==> config.mk <==
export PLATFORM = sky130hd
export DESIGN_NAME = sat_useq
export DESIGN_NICKNAME = d
export VERILOG_FILES = /design/src/rtl/core/summed_area_table_2d_macros.svh /design/src/rtl/core/sat_pkg.sv /design/src/rtl/core/sat_useq.sv
export SDC_FILE = /design/constraint.sdc
export NUM_CORES = 1
export LEC_CHECK = 0
export BUFFER_PORTS_ARGS = -buffer_cell sky130_fd_sc_hd__buf_2
export CORE_MARGIN = 3
export CORE_UTILIZATION = 49
export CTS_CLUSTER_DIAMETER = 60
export DETAILED_ROUTE_END_ITERATION = 10
export PLACE_DENSITY = 0.79
export SYNTH_ARGS = -nofsm -noshare
export SYNTH_HDL_FRONTEND = slang
export SYNTH_SLANG_ARGS = --single-unit
==> constraint.sdc <==
create_clock -name clk -period 2.2 [get_ports clk]
set_input_delay 0.44 -clock clk [delete_from_list [all_inputs] [get_ports clk]]
set_output_delay 0.44 -clock clk [all_outputs]
set_load 0.01 [all_outputs]
==> src/rtl/core/summed_area_table_2d_macros.svh <==
// Assertion macros shared by the summed-area table RTL.
// Included by the modules that carry concurrent assertions; no other dependencies.
`ifndef SUMMED_AREA_TABLE_2D_MACROS_SVH
`define SUMMED_AREA_TABLE_2D_MACROS_SVH

`ifndef ASSERT_OFF

`define SAT_ASSERT_IMPL(label, clk, rst, ante, cons) \
  label: assert property (@(posedge clk) disable iff (rst) (ante) |-> (cons)) \
    else $error("summed_area_table_2d: assertion failed");

`define SAT_ASSERT_NEXT(label, clk, rst, ante, cons) \
  label: assert property (@(posedge clk) disable iff (rst) (ante) |=> (cons)) \
    else $error("summed_area_table_2d: assertion failed");

`else

`define SAT_ASSERT_IMPL(label, clk, rst, ante, cons)

`define SAT_ASSERT_NEXT(label, clk, rst, ante, cons)

`endif

`endif

==> src/rtl/core/sat_pkg.sv <==
// Types, codes and the microcode table of the summed-area table engine.
// Used by sat_useq and summed_area_table_2d; depends on nothing else.
`default_nettype none

package sat_pkg;

  typedef enum logic [1:0] {
    OP_ADD   = 2'd0,
    OP_BUILD = 2'd1,
    OP_QUERY = 2'd2
  } op_t;

  typedef struct packed {
    op_t                op;
    logic [6:0]         x_start;
    logic [6:0]         y_start;
    logic [6:0]         x_end;
    logic [6:0]         y_end;
    logic signed [31:0] value;
  } in_item_t;

  localparam logic KIND_BUILD = 1'b0;
  localparam logic KIND_QUERY = 1'b1;

  typedef struct packed {
    logic               kind;
    logic signed [31:0] sum;
  } out_item_t;

  localparam int CFG_DATA_W = 7;

  typedef enum logic {
    CFG_COLS = 1'b0,
    CFG_ROWS = 1'b1
  } cfg_idx_t;

  localparam logic [CFG_DATA_W-1:0] CFG_RESET = 7'd64;

  typedef logic [3:0] upc_t;

  localparam upc_t UPC_CLR_INIT = 4'd0;
  localparam upc_t UPC_CLR_LOOP = 4'd1;
  localparam upc_t UPC_IDLE     = 4'd2;
  localparam upc_t UPC_ADD0     = 4'd3;
  localparam upc_t UPC_ADD1     = 4'd4;
  localparam upc_t UPC_QRY0     = 4'd5;
  localparam upc_t UPC_QRY1     = 4'd6;
  localparam upc_t UPC_QRY2     = 4'd7;
  localparam upc_t UPC_QRY3     = 4'd8;
  localparam upc_t UPC_QRY4     = 4'd9;
  localparam upc_t UPC_BLD0     = 4'd10;
  localparam upc_t UPC_BLD1     = 4'd11;
  localparam upc_t UPC_BLD2     = 4'd12;
  localparam upc_t UPC_BLD3     = 4'd13;
  localparam upc_t UPC_BLD4     = 4'd14;
  localparam upc_t UPC_BLD_DONE = 4'd15;

  typedef enum logic [2:0] {
    SEQ_NEXT,
    SEQ_JUMP,
    SEQ_DISPATCH,
    SEQ_LOOP,
    SEQ_EMIT
  } seq_t;

  typedef enum logic [1:0] {
    SEL_AA,
    SEL_AB,
    SEL_BA,
    SEL_BB
  } addr_sel_t;

  typedef enum logic [1:0] {
    WR_NONE,
    WR_ZERO,
    WR_ACC
  } wr_t;

  typedef enum logic [2:0] {
    ACC_HOLD,
    ACC_LOAD,
    ACC_ADD,
    ACC_SUB,
    ACC_ADDV
  } acc_op_t;

  typedef struct packed {
    seq_t      seq;
    upc_t      target;
    logic      rd;
    addr_sel_t rsel;
    wr_t       wr;
    acc_op_t   acc;
    logic      clr_init;
    logic      kind;
  } ctrl_t;

  typedef struct packed {
    logic in_fire;
    upc_t entry;
    logic loop_end;
    logic out_free;
  } seq_stat_t;

  function automatic ctrl_t ucode(upc_t pc);
    ctrl_t c;
    c = '{seq: SEQ_NEXT, target: UPC_IDLE, rd: 1'b0, rsel: SEL_AA, wr: WR_NONE,
          acc: ACC_HOLD, clr_init: 1'b0, kind: KIND_BUILD};
    unique case (pc)
      UPC_CLR_INIT: begin
        c.clr_init = 1'b1;
      end
      UPC_CLR_LOOP: begin
        c.wr = WR_ZERO;
        c.seq = SEQ_LOOP;
        c.target = UPC_CLR_LOOP;
      end
      UPC_IDLE: begin
        c.seq = SEQ_DISPATCH;
      end
      UPC_ADD0: begin
        c.rd = 1'b1;
      end
      UPC_ADD1: begin
        c.acc = ACC_ADDV;
        c.wr = WR_ACC;
        c.seq = SEQ_JUMP;
      end
      UPC_QRY0: begin
        c.rd = 1'b1;
      end
      UPC_QRY1: begin
        c.rd = 1'b1;
        c.rsel = SEL_BA;
        c.acc = ACC_LOAD;
      end
      UPC_QRY2: begin
        c.rd = 1'b1;
        c.rsel = SEL_AB;
        c.acc = ACC_SUB;
      end
      UPC_QRY3: begin
        c.rd = 1'b1;
        c.rsel = SEL_BB;
        c.acc = ACC_SUB;
      end
      UPC_QRY4: begin
        c.acc = ACC_ADD;
        c.seq = SEQ_EMIT;
        c.kind = KIND_QUERY;
      end
      UPC_BLD0: begin
        c.rd = 1'b1;
      end
      UPC_BLD1: begin
        c.rd = 1'b1;
        c.rsel = SEL_AB;
        c.acc = ACC_LOAD;
      end
      UPC_BLD2: begin
        c.rd = 1'b1;
        c.rsel = SEL_BA;
        c.acc = ACC_ADD;
      end
      UPC_BLD3: begin
        c.rd = 1'b1;
        c.rsel = SEL_BB;
        c.acc = ACC_ADD;
      end
      UPC_BLD4: begin
        c.acc = ACC_SUB;
        c.wr = WR_ACC;
        c.seq = SEQ_LOOP;
        c.target = UPC_BLD0;
      end
      UPC_BLD_DONE: begin
        c.seq = SEQ_EMIT;
        c.kind = KIND_BUILD;
      end
      default: begin
        c.seq = SEQ_JUMP;
      end
    endcase
    return c;
  endfunction

endpackage

`default_nettype wire

==> src/rtl/core/sat_useq.sv <==
// Microcode sequencer: step counter, control-word table lookup and jump logic.
// Depends on sat_pkg for the control word, status struct and microcode table.
`default_nettype none

module sat_useq
  import sat_pkg::*;
(
  input  wire logic      clk,
  input  wire logic      rst,
  input  wire seq_stat_t stat,
  output ctrl_t          cw
);

  upc_t pc;
  upc_t pc_next;

  assign cw = ucode(pc);

  always_comb begin
    unique case (cw.seq)
      SEQ_NEXT:     pc_next = pc + upc_t'(1);
      SEQ_JUMP:     pc_next = cw.target;
      SEQ_DISPATCH: pc_next = stat.in_fire ? stat.entry : pc;
      SEQ_LOOP:     pc_next = stat.loop_end ? pc + upc_t'(1) : cw.target;
      SEQ_EMIT:     pc_next = stat.out_free ? cw.target : pc;
      default:      pc_next = UPC_IDLE;
    endcase
  end

  always_ff @(posedge clk) begin
    if (rst) begin
      pc <= UPC_CLR_INIT;
    end else begin
      pc <= pc_next;
    end
  end

endmodule

`default_nettype wire

==> impl_metrics.json, run 1 <==
{
  "fin_crit_ns": 2.078,
  "largest_register": "pc",
  "finalSetupTns_ns": 0,
  "die_w_um": 44.98,
  "synth-edff-count": 0,
  "cts_max_level": 1,
  "slew_viol_final": 0,
  "yosysSeqAreaShare_pct": 10.76,
  "netlist-cell-type-count": 45,
  "die_area_um2": 2023,
  "grt_pass1_wl_um": 3594,
  "ant_nets": 0,
  "leakagePower_nw": 0.4155,
  "via_per_inst": 6.232,
  "crit_fanout": 11,
  "synthCells": 105,
  "crit_type": "register to output port",
  "crit_required_ns": 1.76,
  "cp-end-kind": "output port",
  "dp.final_hpwl_um": 1534,
  "routed_wirelength_um": 2074,
  "core_um2": 1366,
  "clock_latency_ns": 0.24,
  "final_hold_viol_count": 0,
  "cts_buffers": 3,
  "clock_tree.root_cell": "clkbuf_4",
  "p_per_area_nw_per_um2": 1039,
  "yosys_warnings": 0,
  "fillCellCount": 126,
  "status": "finished, final reports clean",
  "synth_area_per_cell_um2": 7.090,
  "yosys_most_used_dff": "dfxtp_1",
  "ys_ff_latch": 4,
  "grt_pass1_vias": 836,
  "cp.arrival_ns": 1.64,
  "num_rows": 13,
  "vias": 885,
  "syn-num-nets": 118,
  "clk_pin_slew_ns": 0.04,
  "track_usage_pct": 23.03,
  "drt_iter0_markers": 35,
  "synth_area_leaders": "dfxtp_1, ha_1, a21oi_1",
  "largest_reg_flops": 4,
  "clock_path_buffers": 2,
  "routedWlPerCell_um": 14.61,
  "drive_gt1_share_pct": 35.43,
  "yosysTopAreaCell": "dfxtp_1",
  "finalSetupViolCount": 0,
  "gr-total-overflow": 0,
  "clock-skew-final_ns": 0.004346,
  "clock_sinks": 4,
  "hold_class": "input port to register",
  "drc_errors": 0,
  "initial_utilization_pct": 54.49,
  "antennaDiodeCount": 0,
  "tritoncts": "built",
  "syn_to_final_growth_pct": 24.71,
  "gp_congestion": 0.9445,
  "synth_area_um2": 744.5,
  "fin_crit_sh_pct": 94.47,
  "fmax_mhz": 481.2,
  "nNetsFinal": 142,
  "worstSetupStartpointType": "register",
  "io-pin-count": 26,
  "grt_max_degree": 15,
  "fin_util_pct": 67.95,
  "rsz0062_at_grt": "true",
  "first_pass_iters": 4,
  "peakVddDrop_mv": 0.7454,
  "antenna_found_initial": 0,
  "async_flop_share_pct": 0,
  "drv_cap": 0,
  "numPortBuffers": 24,
  "die_y_um": 44.98,
  "synth_top_cell_area_share_pct": 10.76,
  "reg_top3": "pc x4"
}
cell families (layout without fill, tap and decap cells):
family	Yosys count	count (layout)	synth area share [%]
AO/OA/AOI/OAI	33	33	33.28
XOR/XNOR	2	2	2.353
adder cells (fa/ha/maj)	4	4	6.723
buffers and inverters	20	42	14.12
flip-flops	4	4	10.76
multiplexers	2	2	2.689
other	1	1	0.5037
AND/OR/NAND/NOR	39	39	29.58
area by class of cell:
| class | count | area, um2 | area share (%) |
|---|---|---|---|
| sequential | 4 | 83.83 | 9.030 |
| inverter | 9 | 33.78 | 3.639 |
| tap | 15 | 18.77 | 2.022 |
| clock buffer | 3 | 22.52 | 2.426 |
| timing repair buffer | 30 | 177.7 | 19.14 |
| multi-input combinational | 81 | 591.8 | 63.75 |
cell usage after synthesis, drive strengths merged, types with 2 or more instances:
cell	n
nand3	4
buf	10
dfxtp	4
o31ai	3
a21oi	8
nand2	4
nor3	5
nand2b	4
ha	4
o311ai	3
nor2	9
nand3b	2
o21ai	6
inv	9
mux2i	2
o311a	2
a211oi	2
worst max-delay path, cell delays in order, from the launching register on:
cell and delay, ns:
dfxtp_2 0.35, inv_1 0.14, ha_4 0.21, or3b_4 0.43, or2b_1 0.16, buf_2 0.12
path summary, 6_finish.rpt:
| kind | start | end | slack [ns] | depth (start not counted) |
|---|---|---|---|---|
| min | rst | pc[2]$_SDFFE_PP0P_ | 0.45 | 2 |
| max reg2reg | pc[1]$_SDFFE_PP0P_ | pc[3]$_SDFFE_PP0P_ | 0.38 | 7 |
| min reg2reg | pc[0]$_SDFFE_PP0P_ | pc[0]$_SDFFE_PP0P_ | 0.73 | 2 |
| max | pc[1]$_SDFFE_PP0P_ | cw[14] | 0.12 | 5 |
stage by stage:
step | worst slack, ns | power, mW | hold slack (ns) | area, um2 | instances
floorplan | 0.3257 | 0.6245 | 0.5046 | 744.5 | 105
global placement | 0.2309 | 0.7914 | 0.6656 | 869.6 | 139
detailed placement | 0.1968 | 0.8098 | 0.6686 | 869.6 | 139
CTS | 0.007021 | 0.9149 | 0.4379 | 897.1 | 142
global route | -0.04200 | 1.068 | 0.4316 | 928.4 | 142
finish | 0.1217 | 0.9646 | 0.4464 | 928.4 | 142
layer usage:
metal  GRT usage [%]  wire length, um  vias to the layer above
met5               0                0                        -
met4           5.263                0                        0
met3           6.375              196                        0
met2           36.72              969                       53
met1           30.62              908                      402
li1                -                -                      430
layout by cell type (no fill, tap or decap), types with 2 or more instances in the layout:
cell,netlist,routed
nand2b_1,4,4
buf_4,2,5
inv_1,9,9
nand3_1,4,4
nand3b_1,2,2
dfxtp_2,0,3
mux2i_1,2,2
o311a_1,2,2
nor2_1,9,9
ha_4,0,2
a21oi_1,7,7
nand2_1,4,4
nor3_1,5,5
o311ai_0,3,3
o21ai_0,6,6
buf_2,6,24
ha_2,0,2
clkbuf_4,0,3
o31ai_1,3,3
power breakdown:
group | switching, mW | internal (mW)
clock network | 0.0313 | 0.0611
registers | 0.0566 | 0.100
logic | 0.385 | 0.330
repair_timing:
action	CTS	global route
hold buffers	0	0
buffers inserted	0	0
resized for setup	2	8
pin swaps	0	0
setup endpoints to repair	1	7
Power figures use the tool's default switching activity.
==> run 2, diff against run 1 <==
--- a/config.mk
+++ b/config.mk
@@ -5,6 +5,7 @@
 export SDC_FILE = /design/constraint.sdc
 export NUM_CORES = 1
 export LEC_CHECK = 0
+export ABC_AREA = 1
 export BUFFER_PORTS_ARGS = -buffer_cell sky130_fd_sc_hd__buf_2
 export CORE_MARGIN = 3
 export CORE_UTILIZATION = 49
==> impl_metrics.json, run 2 <==
{
  "cpPeakStageDelay_ns": 0.40,
  "ant_nets": 0,
  "yosys-top-cells-count": "nand2_1, inv_1, nand3_1",
  "grt_pass1_wl_um": 3056,
  "finalSetupTns_ns": 0,
  "crit_type": "register to output port",
  "final_hold_viol_count": 0,
  "vias": 852,
  "via_per_inst": 5.292,
  "slew_viol_final": 0,
  "cts_buffers": 3,
  "p_comb_share_pct": 77.5,
  "grt_max_degree": 11,
  "hold_class": "input port to register",
  "yosysSeqAreaShare_pct": 10.74,
  "peakVddDrop_mv": 0.6238,
  "clock_path_buffers": 2,
  "cp_slowest_cell": "dfxtp_1",
  "p_per_area_nw_per_um2": 1259,
  "power_frac_clock_pct": 8.0,
  "synth_top_cell_area_share_pct": 12.75,
  "gr-total-overflow": 0,
  "cp-end-kind": "output port",
  "yosys_warnings": 0,
  "die_area_um2": 2026,
  "whs_ns": 0.4046,
  "ys_ff_latch": 4,
  "synth-edff-count": 0,
  "synth_area_per_cell_um2": 6.163,
  "swShare_pct": 56.21,
  "yosys_most_used_dff": "dfxtp_1",
  "cts_max_level": 1,
  "routedWlPerCell_um": 10.93,
  "reg_top3": "pc x4",
  "syn-num-nets": 134,
  "clock_tree.root_cell": "clkbuf_4",
  "finalPower_mw": 1.120,
  "largest_register": "pc",
  "crit_fanout": 6,
  "num_rows": 13,
  "seqPwrFrac_pct": 14.4,
  "antenna_found_initial": 0,
  "tightestPinTransition_ns": 0.4985,
  "die_w_um": 45.01,
  "largest_reg_flops": 4,
  "die_y_um": 45.01,
  "relSlewSlack_pct": 66.72,
  "syn_to_final_growth_pct": 19.30,
  "fin_crit_ns": 2.054,
  "yosysTopAreaCell": "nand3_1",
  "fillCellCount": 140,
  "dp.final_hpwl_um": 1511,
  "numPortBuffers": 24,
  "p_switching_uw": 629.6,
  "synth_area_um2": 745.7,
  "gp_congestion": 0.9529,
  "synth_area_leaders": "nand3_1, nand2_1, dfxtp_1",
  "worstSetupStartpointType": "register",
  "drt_iter0_markers": 24,
  "drc_errors": 0,
  "synthCells": 121,
  "drive_gt1_share_pct": 36.30,
  "setup_ws_ns": 0.1463,
  "rsz0062_at_grt": "false",
  "clock-skew-final_ns": 0.004933,
  "preCtsSetupSlack_ns": 0.3434,
  "layout_common_cells": "nand2_1, buf_2, inv_1, nand3_1, nor2_1",
  "crit_required_ns": 1.76,
  "mostFrequentLayoutCell": "nand2_1",
  "crit_chain": "inv_1 -> ha_1 -> nand2_2 -> nand2_2 -> nor2_1 -> inv_1 -> buf_2",
  "first_pass_iters": 4,
  "clock_sinks": 4,
  "grt_pass1_vias": 767,
  "clk_pin_slew_ns": 0.04,
  "tritoncts": "built",
  "fmax_mhz": 486.9,
  "synth_most_common_cell": "nand2_1",
  "postCtsHoldBufs": 0,
  "core_um2": 1366,
  "antennaDiodeCount": 0,
  "cp.arrival_ns": 1.61,
  "power.internal_uw": 490.6,
  "drv_cap": 0,
  "track_usage_pct": 20.36,
  "status": "finished, final reports clean",
  "leakagePower_nw": 0.5529,
  "finalSetupViolCount": 0,
  "io-pin-count": 26,
  "nNetsFinal": 161,
  "async_flop_share_pct": 0,
  "routed_wirelength_um": 1759,
  "initial_utilization_pct": 54.58,
  "netlist-cell-type-count": 23,
  "clock_latency_ns": 0.23,
  "fin_crit_sh_pct": 93.35
}
## run 2: cell count changes in the layout (fill, tap and decap cells not counted), sizes merged, moves of 3 or more
cell / change
buf: -5
o311ai: -3
nor3: -4
nor2: +6
nand2: +29
nand2b: -4
o21ai: -3
o31ai: -3
nand4: +3
nand3: +21
inv: +13
## run 2: cell families after synthesis
family / after synthesis / share of synthesized area [%]
and+or+nand+nor: 77 / 59.73
buffers and inverters: 25 / 14.60
AOI/OAI and AO/OA: 10 / 7.717
adders and majority gates: 4 / 6.712
DFF: 4 / 10.74
other: 1 / 0.5029
## run 2: routing by layer
layer / part of all wire, % / up-vias / track usage [%]
met4: 0.85 / 0 / 9.942
met5: 0 / - / 0
li1: - / 433 / -
met3: 8.5 / 4 / 2.789
met2: 51 / 42 / 35.31
met1: 40 / 373 / 24.22
## run 2: repair_timing
action	4_1_cts	5_1_grt
setup endpoints to repair	0	4
gates resized for setup	0	1
setup buffers	0	0
## run 2: path summary, 6_finish.rpt
| kind | start | to | slack [ns] | depth (start not counted) |
|---|---|---|---|---|
| hold reg to reg | pc[0]$_SDFFE_PP0P_ | pc[0]$_SDFFE_PP0P_ | 0.50 | 2 |
| setup reg to reg | pc[1]$_SDFFE_PP0P_ | pc[3]$_SDFFE_PP0P_ | 0.48 | 9 |
| setup / recovery | pc[1]$_SDFFE_PP0P_ | cw[15] | 0.15 | 7 |
| hold / removal | rst | pc[0]$_SDFFE_PP0P_ | 0.40 | 2 |
## run 2: critical path: cells and delay by family (launching register included)
family / cells / cell delay (ns)
adder cells (fa/ha/maj): 1 / 0.30
buffers and inverters: 3 / 0.29
AND/OR/NAND/NOR: 3 / 0.38
flip-flops: 1 / 0.40
## run 2: stage by stage
| step | std cells | utilization (%) | cell area [um2] |
|---|---|---|---|
| CTS | 161 | 65.02 | 888.4 |
| finish | 161 | 65.11 | 889.6 |
| global route | 161 | 65.11 | 889.6 |
| detailed placement | 158 | 63.37 | 865.8 |
| floorplan | 121 | - | 745.7 |
| global placement | 158 | 63.37 | 865.8 |
## run 2: power groups by stage
stage,logic [mW],clock network (mW),registers [mW]
2_1_floorplan,0.681,0,0.127
3_3_place_gp,0.852,0,0.159
3_5_place_dp,0.870,0,0.160
4_1_cts,0.873,0.0959,0.159
5_1_grt,0.976,0.102,0.170
6_report,0.868,0.0901,0.162
## run 2: cell type report
| cell class | instances | area (um2) | share of cell area (%) |
|---|---|---|---|
| inverter | 22 | 82.58 | 9.283 |
| timing repair buffer | 25 | 127.6 | 14.35 |
| clock buffer | 3 | 22.52 | 2.532 |
| multi-input combinational | 92 | 556.8 | 62.59 |
| tap | 15 | 18.77 | 2.110 |
| sequential | 4 | 81.33 | 9.142 |
==> run 3, diff against run 2 <==
--- a/config.mk
+++ b/config.mk
@@ -7,11 +7,14 @@
 export LEC_CHECK = 0
 export ABC_AREA = 1
 export BUFFER_PORTS_ARGS = -buffer_cell sky130_fd_sc_hd__buf_2
+export CELL_PAD_IN_SITES_DETAIL_PLACEMENT = 1
+export CELL_PAD_IN_SITES_GLOBAL_PLACEMENT = 2
 export CORE_MARGIN = 3
-export CORE_UTILIZATION = 49
+export CORE_UTILIZATION = 25
+export CTS_BUF_LIST = sky130_fd_sc_hd__clkbuf_8
 export CTS_CLUSTER_DIAMETER = 60
 export DETAILED_ROUTE_END_ITERATION = 10
-export PLACE_DENSITY = 0.79
+export PLACE_DENSITY_LB_ADDON = 0.1
 export SYNTH_ARGS = -nofsm -noshare
 export SYNTH_HDL_FRONTEND = slang
 export SYNTH_SLANG_ARGS = --single-unit
==> impl_metrics.json, run 3 (synthesis results as in run 2) <==
{
  "status": "finished, final reports clean",
  "antennaDiodeCount": 0,
  "cts_max_level": 1,
  "rsz0062_at_grt": "false",
  "cts_setup_buffers": 0,
  "drt_iter0_markers": 18,
  "final_hold_viol_count": 0,
  "num_rows": 19,
  "cpLargestDelayFamily": "simple AND/OR/NAND/NOR gates",
  "gp_congestion": 0.7234,
  "postCtsHoldBufs": 0,
  "first_pass_iters": 4,
  "largest_register": "pc",
  "clock_latency_ns": 0.22,
  "crit_chain": "inv_1 -> ha_1 -> nand2_2 -> nand2_2 -> nor2_1 -> inv_1 -> buf_2",
  "hold_class": "input port to register",
  "p_comb_share_pct": 73.1,
  "path_buf_inv": 3,
  "tightestPinTransition_ns": 0.5498,
  "power.internal_uw": 546.6,
  "crit_type": "register to output port",
  "slew_viol_final": 0,
  "gr-total-overflow": 0,
  "grt_pass1_wl_um": 3719,
  "relSlewSlack_pct": 63.30,
  "cp-end-kind": "output port",
  "nNetsFinal": 161,
  "p_per_area_nw_per_um2": 1306,
  "die_w_um": 60.62,
  "mostFrequentLayoutCell": "nand2_1",
  "cpPeakStageDelay_ns": 0.39,
  "p_switching_uw": 669.1,
  "fin_crit_sh_pct": 93.07,
  "die_area_um2": 3674,
  "routedWlPerCell_um": 12.91,
  "largest_reg_flops": 4,
  "cts_buffers": 3,
  "power_frac_clock_pct": 12.7,
  "clock_path_buffers": 2,
  "cp.arrival_ns": 1.61,
  "crit_required_ns": 1.76,
  "routed_wirelength_um": 2285,
  "cp_slowest_cell": "dfxtp_1",
  "io-pin-count": 26,
  "tritoncts": "built",
  "ctsResizeCount": 0,
  "antenna_found_initial": 0,
  "clock-skew-final_ns": 0.003322,
  "drc_errors": 0,
  "grt_pass1_vias": 819,
  "peakVddDrop_mv": 0.4212,
  "seqPwrFrac_pct": 14.2,
  "clk_pin_slew_ns": 0.03,
  "vias": 818,
  "dp.final_hpwl_um": 1913,
  "whs_ns": 0.4232,
  "drive_gt1_share_pct": 36.99,
  "fin_area_um2": 930.9,
  "fin_crit_ns": 2.048,
  "post_dp_cell_area_um2": 885.9,
  "syn_to_final_growth_pct": 24.83,
  "leakagePower_nw": 0.5583,
  "via_per_inst": 4.621,
  "drv_cap": 0,
  "layout_common_cells": "nand2_1, buf_2, inv_1, nand3_1, nor2_1",
  "worstSetupStartpointType": "register",
  "swShare_pct": 55.04,
  "crit_fanout": 6,
  "reg_top3": "pc x4",
  "clock_sinks": 4,
  "track_usage_pct": 13.41,
  "grt_max_degree": 11,
  "die_y_um": 60.62,
  "clock_tree.root_cell": "clkbuf_8",
  "finalSetupTns_ns": 0,
  "core_um2": 2805,
  "finalSetupViolCount": 0,
  "ant_nets": 0,
  "fmax_mhz": 488.4,
  "fillCellCount": 378,
  "numPortBuffers": 24,
  "initial_utilization_pct": 26.58
}
[run 3: cell counts in the layout (fill, tap and decap cells not counted)]
Identical to the previous run, type by type.
[run 3: power by group through the flow]
stage          Clock, mW  Combinational, mW  Sequential [mW]
2_1_floorplan          0              0.681            0.127
3_3_place_gp           0              0.890            0.169
3_5_place_dp           0              0.897            0.170
4_1_cts            0.158              0.903            0.169
5_1_grt            0.164              0.997            0.180
6_report           0.155              0.889            0.172
[run 3: per-stage QoR]
step | worst slack (ns) | std cells | utilization (%) | power (mW)
3_3_place_gp | 0.3762 | 174 | 31.58 | 1.059
3_5_place_dp | 0.3125 | 174 | 31.58 | 1.067
2_1_floorplan | 0.4983 | 121 | - | 0.8082
4_1_cts | 0.07700 | 177 | 33.05 | 1.231
6_report | 0.1524 | 177 | 33.18 | 1.216
5_1_grt | 0.02898 | 177 | 33.18 | 1.341
[run 3: layer usage]
metal	track usage (%)	wire length, um	vias up
met2	22.60	1087	19
met3	0.6383	89	2
met5	0	0	-
met1	18.19	1097	362
met4	4.644	11	0
li1	-	-	435
[run 3: final cells by class]
cell class	count	area (um2)	area share, %
clock buffer	3	41.29	4.435
inverter	22	82.58	8.871
multi-input combinational	92	559.3	60.08
sequential	4	81.33	8.737
tap	31	38.79	4.167
timing repair buffer	25	127.6	13.71
[run 3: final timing paths]
kind | slack [ns] | start | cells after the start | to
setup / recovery | 0.15 | pc[1]$_SDFFE_PP0P_ | 7 | cw[15]
hold / removal | 0.42 | rst | 2 | pc[0]$_SDFFE_PP0P_
setup reg to reg | 0.40 | pc[1]$_SDFFE_PP0P_ | 9 | pc[3]$_SDFFE_PP0P_
hold reg to reg | 0.51 | pc[0]$_SDFFE_PP0P_ | 2 | pc[0]$_SDFFE_PP0P_
